**config.mk**
```make
export PLATFORM = sky130hd
export DESIGN_NAME = spp_ram
export DESIGN_NICKNAME = d
export VERILOG_FILES = /design/src/hdl/spp_ram.sv
export SDC_FILE = /design/constraint.sdc
export NUM_CORES = 2
export LEC_CHECK = 0
export BUFFER_PORTS_ARGS = -buffer_cell sky130_fd_sc_hd__buf_2
export CORE_ASPECT_RATIO = 1.1
export CORE_MARGIN = 8
export CORE_UTILIZATION = 60
export DETAILED_ROUTE_END_ITERATION = 8
export HOLD_SLACK_MARGIN = 0.12
export PLACE_DENSITY = 0.78
export SKIP_CTS_REPAIR_TIMING = 1
export SLEW_MARGIN = 0
export SYNTH_ARGS = -nofsm -noshare
export SYNTH_HDL_FRONTEND = slang
export SYNTH_SLANG_ARGS = --single-unit
```
**constraint.sdc**
```tcl
create_clock -name clock -period 3.3 [get_ports clock]
set_input_delay 0.495 -clock clock [delete_from_list [all_inputs] [get_ports clock]]
set_output_delay 0.495 -clock clock [all_outputs]
set_load 0.01 [all_outputs]
```
**src/hdl/spp_ram.sv**
```systemverilog
module spp_ram #(
   parameter int WIDTH = 8,
   parameter int DEPTH = 256
) (
   input  logic                     clock,
   input  logic                     en,
   input  logic                     we,
   input  logic [$clog2(DEPTH)-1:0] addr,
   input  logic [WIDTH-1:0]         wdata,
   output logic [WIDTH-1:0]         rdata
);

   logic [WIDTH-1:0] mem_ff [DEPTH];
   logic [WIDTH-1:0] rdata_ff;

   always_ff @(posedge clock) begin
      if (en) begin
         if (we) begin
            mem_ff[addr] <= wdata;
         end else begin
            rdata_ff <= mem_ff[addr];
         end
      end
   end

   assign rdata = rdata_ff;

endmodule

```
* Yosys cells after proc, flatten, opt, wreduce, memory -nomap -nowiden *
Memories as Yosys holds them, arrays and structs flattened. A register that Yosys moved wholly into a read port is not among the register bits.
Index checks and enable logic that the tools add are counted.

operators by class
  multiplexer cells = 3
  bitwise gates (word level) = 1
  reductions and logical operators = 1

operator list
  operator           number
  $mux W1            3
  $reduce_and A2 Y1  1
  $not A1 Y1         1

storage, ports and cells
  register bits = 0
  bits in writable memories = 2048
  input bits = 19
  output and inout bits = 8
  word-level logic and storage cells = 6
  memories kept = 1

memories
  name    words  bits a word  rd ports  clocked after memory_dff  write ports  RTL line  source
  mem_ff  256    8            1         1                         1            13        logic [WIDTH-1:0] mem_ff [DEPTH];

* Logic depth before layout (Yosys ltp) *
  word-level depth = 3
  gate-level depth with buffers = 9
  gate-level depth less buffers = 5

* Worst setup path before layout *
OpenSTA, ideal clock, no wires.

  kind = in2reg
  start = input port addr[0]
  end = memory mem_ff[117][0], enable pin
  library setup time = 370 ps
  data arrival time = 2420 ps
  data required time = 2930 ps
  slack = 510 ps
  stages = 8
  buffers on the path = 5
  path through = buf_2 > buf_6 > buf_2 > buf_2 > nor3b_1 > nand2_1 > clkbuf_1 > nor2_1

RTL lines
  item             RTL line  source
  start, declared  8         input logic [$clog2(DEPTH)-1:0] addr,
  end, declared    13

No word-level cell before the write port.

==> reports/results.ini <==
[status]
status=finished, final reports clean

[global_route]
antenna_found_initial=2
grt-ovfl-total=0
grt_max_degree=120
grt_pass1_wl_mm=278
grt_pass1_vias=41051
gr-usage-all-layers_pct=26.7

[timing]
skew_ns=0.0401
rsz0062_at_grt=false
setup_tns_ns=0
report.final.hold_viol_count=0
post-route-period-util_pct=95.8
max_freq_mhz=316
slew_viol_final=0
finalSetupViolCount=0
fin_crit_ns=3.16
worst_slew_pin_slew_ns=1.17
slew_headroom_pct=21.1

[logic_synthesis]
synth_cells=3526
synthTopCellsByCount=2056 x edfxtp_1, 512 x mux4_2, 259 x nor2_1
synth_top_area_share_pct=78.8
yosysWarnings=0
yosys_register_bits=2056
ys_seq_area_share_pct=78.8
ys_dominant_reg_cell=edfxtp_1
syn-cell-area_um2=78400
netlist_top_cells_area=edfxtp_1 79%, mux4_2 15%, a22oi_1 2.5%
yosys.area.top_type=edfxtp_1
synth_edf_count=2056
async_flop_share_pct=0
avgSynthCellArea_um2=22.2
synth_cell_types=21
postSynthNetCount=3545
yosysMostFrequentCell=edfxtp_1

[worst_setup_path]
crit_type=input port to register
rr_startpoint=mem_ff[43][5]
cp_max_fo=24
worstPathCellList=buf_8 -> buf_12 -> buf_4 -> mux4_2 -> a22oi_1 -> a21oi_1 -> o41ai_1 -> buf_4 -> nand4_1
regToRegEndpoint=rdata[5]
max_stage_delay_ns=1.00
cp_slowest_cell=o41ai_1
worst_ep_arrival_time_ns=3.70
end_kind=register
path_common_cell=buf_4
crit_path_start_kind=input port
critPathRequiredTime_ns=3.84
r2r_slack_ns=0.24
r2r_cells=6

[cells_and_area]
fin_util_pct=69.4
area_growth_pct=15.1
final_cells=5893
final_layout_size_suffix_gt1_share_pct=31.9
fin_area_um2=90200
layout.nets=4062

[routing]
drc=0
via_per_inst=6.79
drtIter0Drc=5773
wirelength_mm=191
routedWlPerCell_um=32.5
drtAntennaViolNets=0
firstDrtPassIters=6
num_vias=40022

[hold_path]
hold_end=mem_ff[226][6]
hold_start=wdata[6]
hp-class=input port to register
whs_path_depth=1

[clocking]
cts_buffers=187
tritoncts=yes
cts_buffer_depth=3
cts.sinks=2056
cts_root_buffer=clkbuf_16
clkTransAtPathRegs_ns=0.06
clk_latency_ns=0.83
cts_max_level=4

[power]
p_leak_nw=28.5
peakVddDrop_mv=0.642
powerDensity_nw_per_um2=576

[die]
ios=27
initial_core_util_pct=60.2
die_area_um2=142000
die_y_um=395
rows=139
dieWidth_um=361
core_um2=130000

[job]
cap_violations=0

[placed_design]
dp.cells=5546
io_buffers=26
place_congestion=0.858
dp_hpwl_mm=117
place_area_um2=84400

-- final cells by class --
type,count,area (µm²)
Antenna cell,4,10.0
Clock buffer,230,4880
Clock inverter,113,922
Fill cell,7276,39800
Multi-Input combinational cell,1245,15700
Sequential cell,2056,61700
Tap cell,1692,2120
Timing Repair Buffer,553,4860
-- report_power, final --
part	switching (mW)	internal [mW]	total [mW]	leakage, nW
combinational	1.55	0.956	2.51	7.22
sequential	0.0127	28.8	28.8	18.5
clock	9.36	11.3	20.7	2.82
total	10.9	41.1	52.0	28.5
-- metrics by stage --
stage / worst slack (ns) / power [mW] / hold slack [ns]
after floorplan: 0.510 / 30.6 / 0.594
after global placement: -0.600 / 31.7 / 0.981
after detailed placement: -0.599 / 31.8 / 0.977
after CTS: 0.256 / 52.1 / 0.229
after global routing: 0.178 / 53.2 / 0.258
final: 0.138 / 52.0 / 0.252
-- cell families after synthesis --
kind of cell	Yosys count	share of synthesized area, %
flip-flops	2056	78.8
AND/OR/NAND/NOR	317	1.61
buffers and inverters	225	1.28
AO/OA/AOI/OAI	416	3.63
multiplexers	512	14.7
-- critical path: cells and delay by family --
family,cells,cell delay (ns)
mux,1,0.56
compound gates,3,1.43
simple gates,1,0.09
buf+inv,4,1.07
-- flip-flops by register name, indices dropped and copies added (netlist names) --
name and count:
mem_ff 2048, rdata 8
-- per-layer routing --
metal,vias up,share of wire (%),global-route usage [%]
li1,16014,-,-
met1,20655,35,35.7
met2,2875,49,42.9
met3,476,12,6.22
met4,2,4.5,11.2
met5,-,0.0068,0
-- cells in the final DEF, fill, tap and decap left out --
master,synthesis,routed
and4_1,1,1
nor2_1,259,258
buf_2,41,16
a21oi_1,128,128
clkbuf_1,143,41
o41ai_2,0,2
nand3_1,4,4
nor3b_1,2,2
clkbuf_16,0,189
nor2b_4,0,2
nand2b_2,0,2
buf_4,11,472
buf_8,0,2
o41ai_1,32,30
nor2_4,0,1
clkbuf_8,0,8
nand4_1,8,8
inv_16,0,3
clkinvlp_4,0,7
clkinv_16,0,1
and2_1,2,1
nor3_1,1,1
nor2b_1,7,5
bufinv_16,0,10
clkinv_8,0,5
clkinv_1,0,51
diode_2,0,4
inv_6,0,6
buf_12,0,55
or2_2,1,1
clkinv_4,0,1
nand2_2,0,13
clkinv_2,0,29
mux4_2,512,512
a22oi_1,256,256
edfxtp_1,2056,2056
and2_4,0,1
nand2_1,30,17
-- worst max-delay path by stage --
| stage | start | end |
|---|---|---|
| final | addr[0] | rdata[5] |
| after detailed placement | addr[0] | rdata[2] |
| after CTS | mem_ff[99][2] | rdata[2] |
| after floorplan | addr[0] | mem_ff[117][0] |
| after global placement | addr[0] | rdata[2] |
| after global routing | addr[0] | rdata[5] |
No activity file was read; power rests on OpenSTA's default activity.
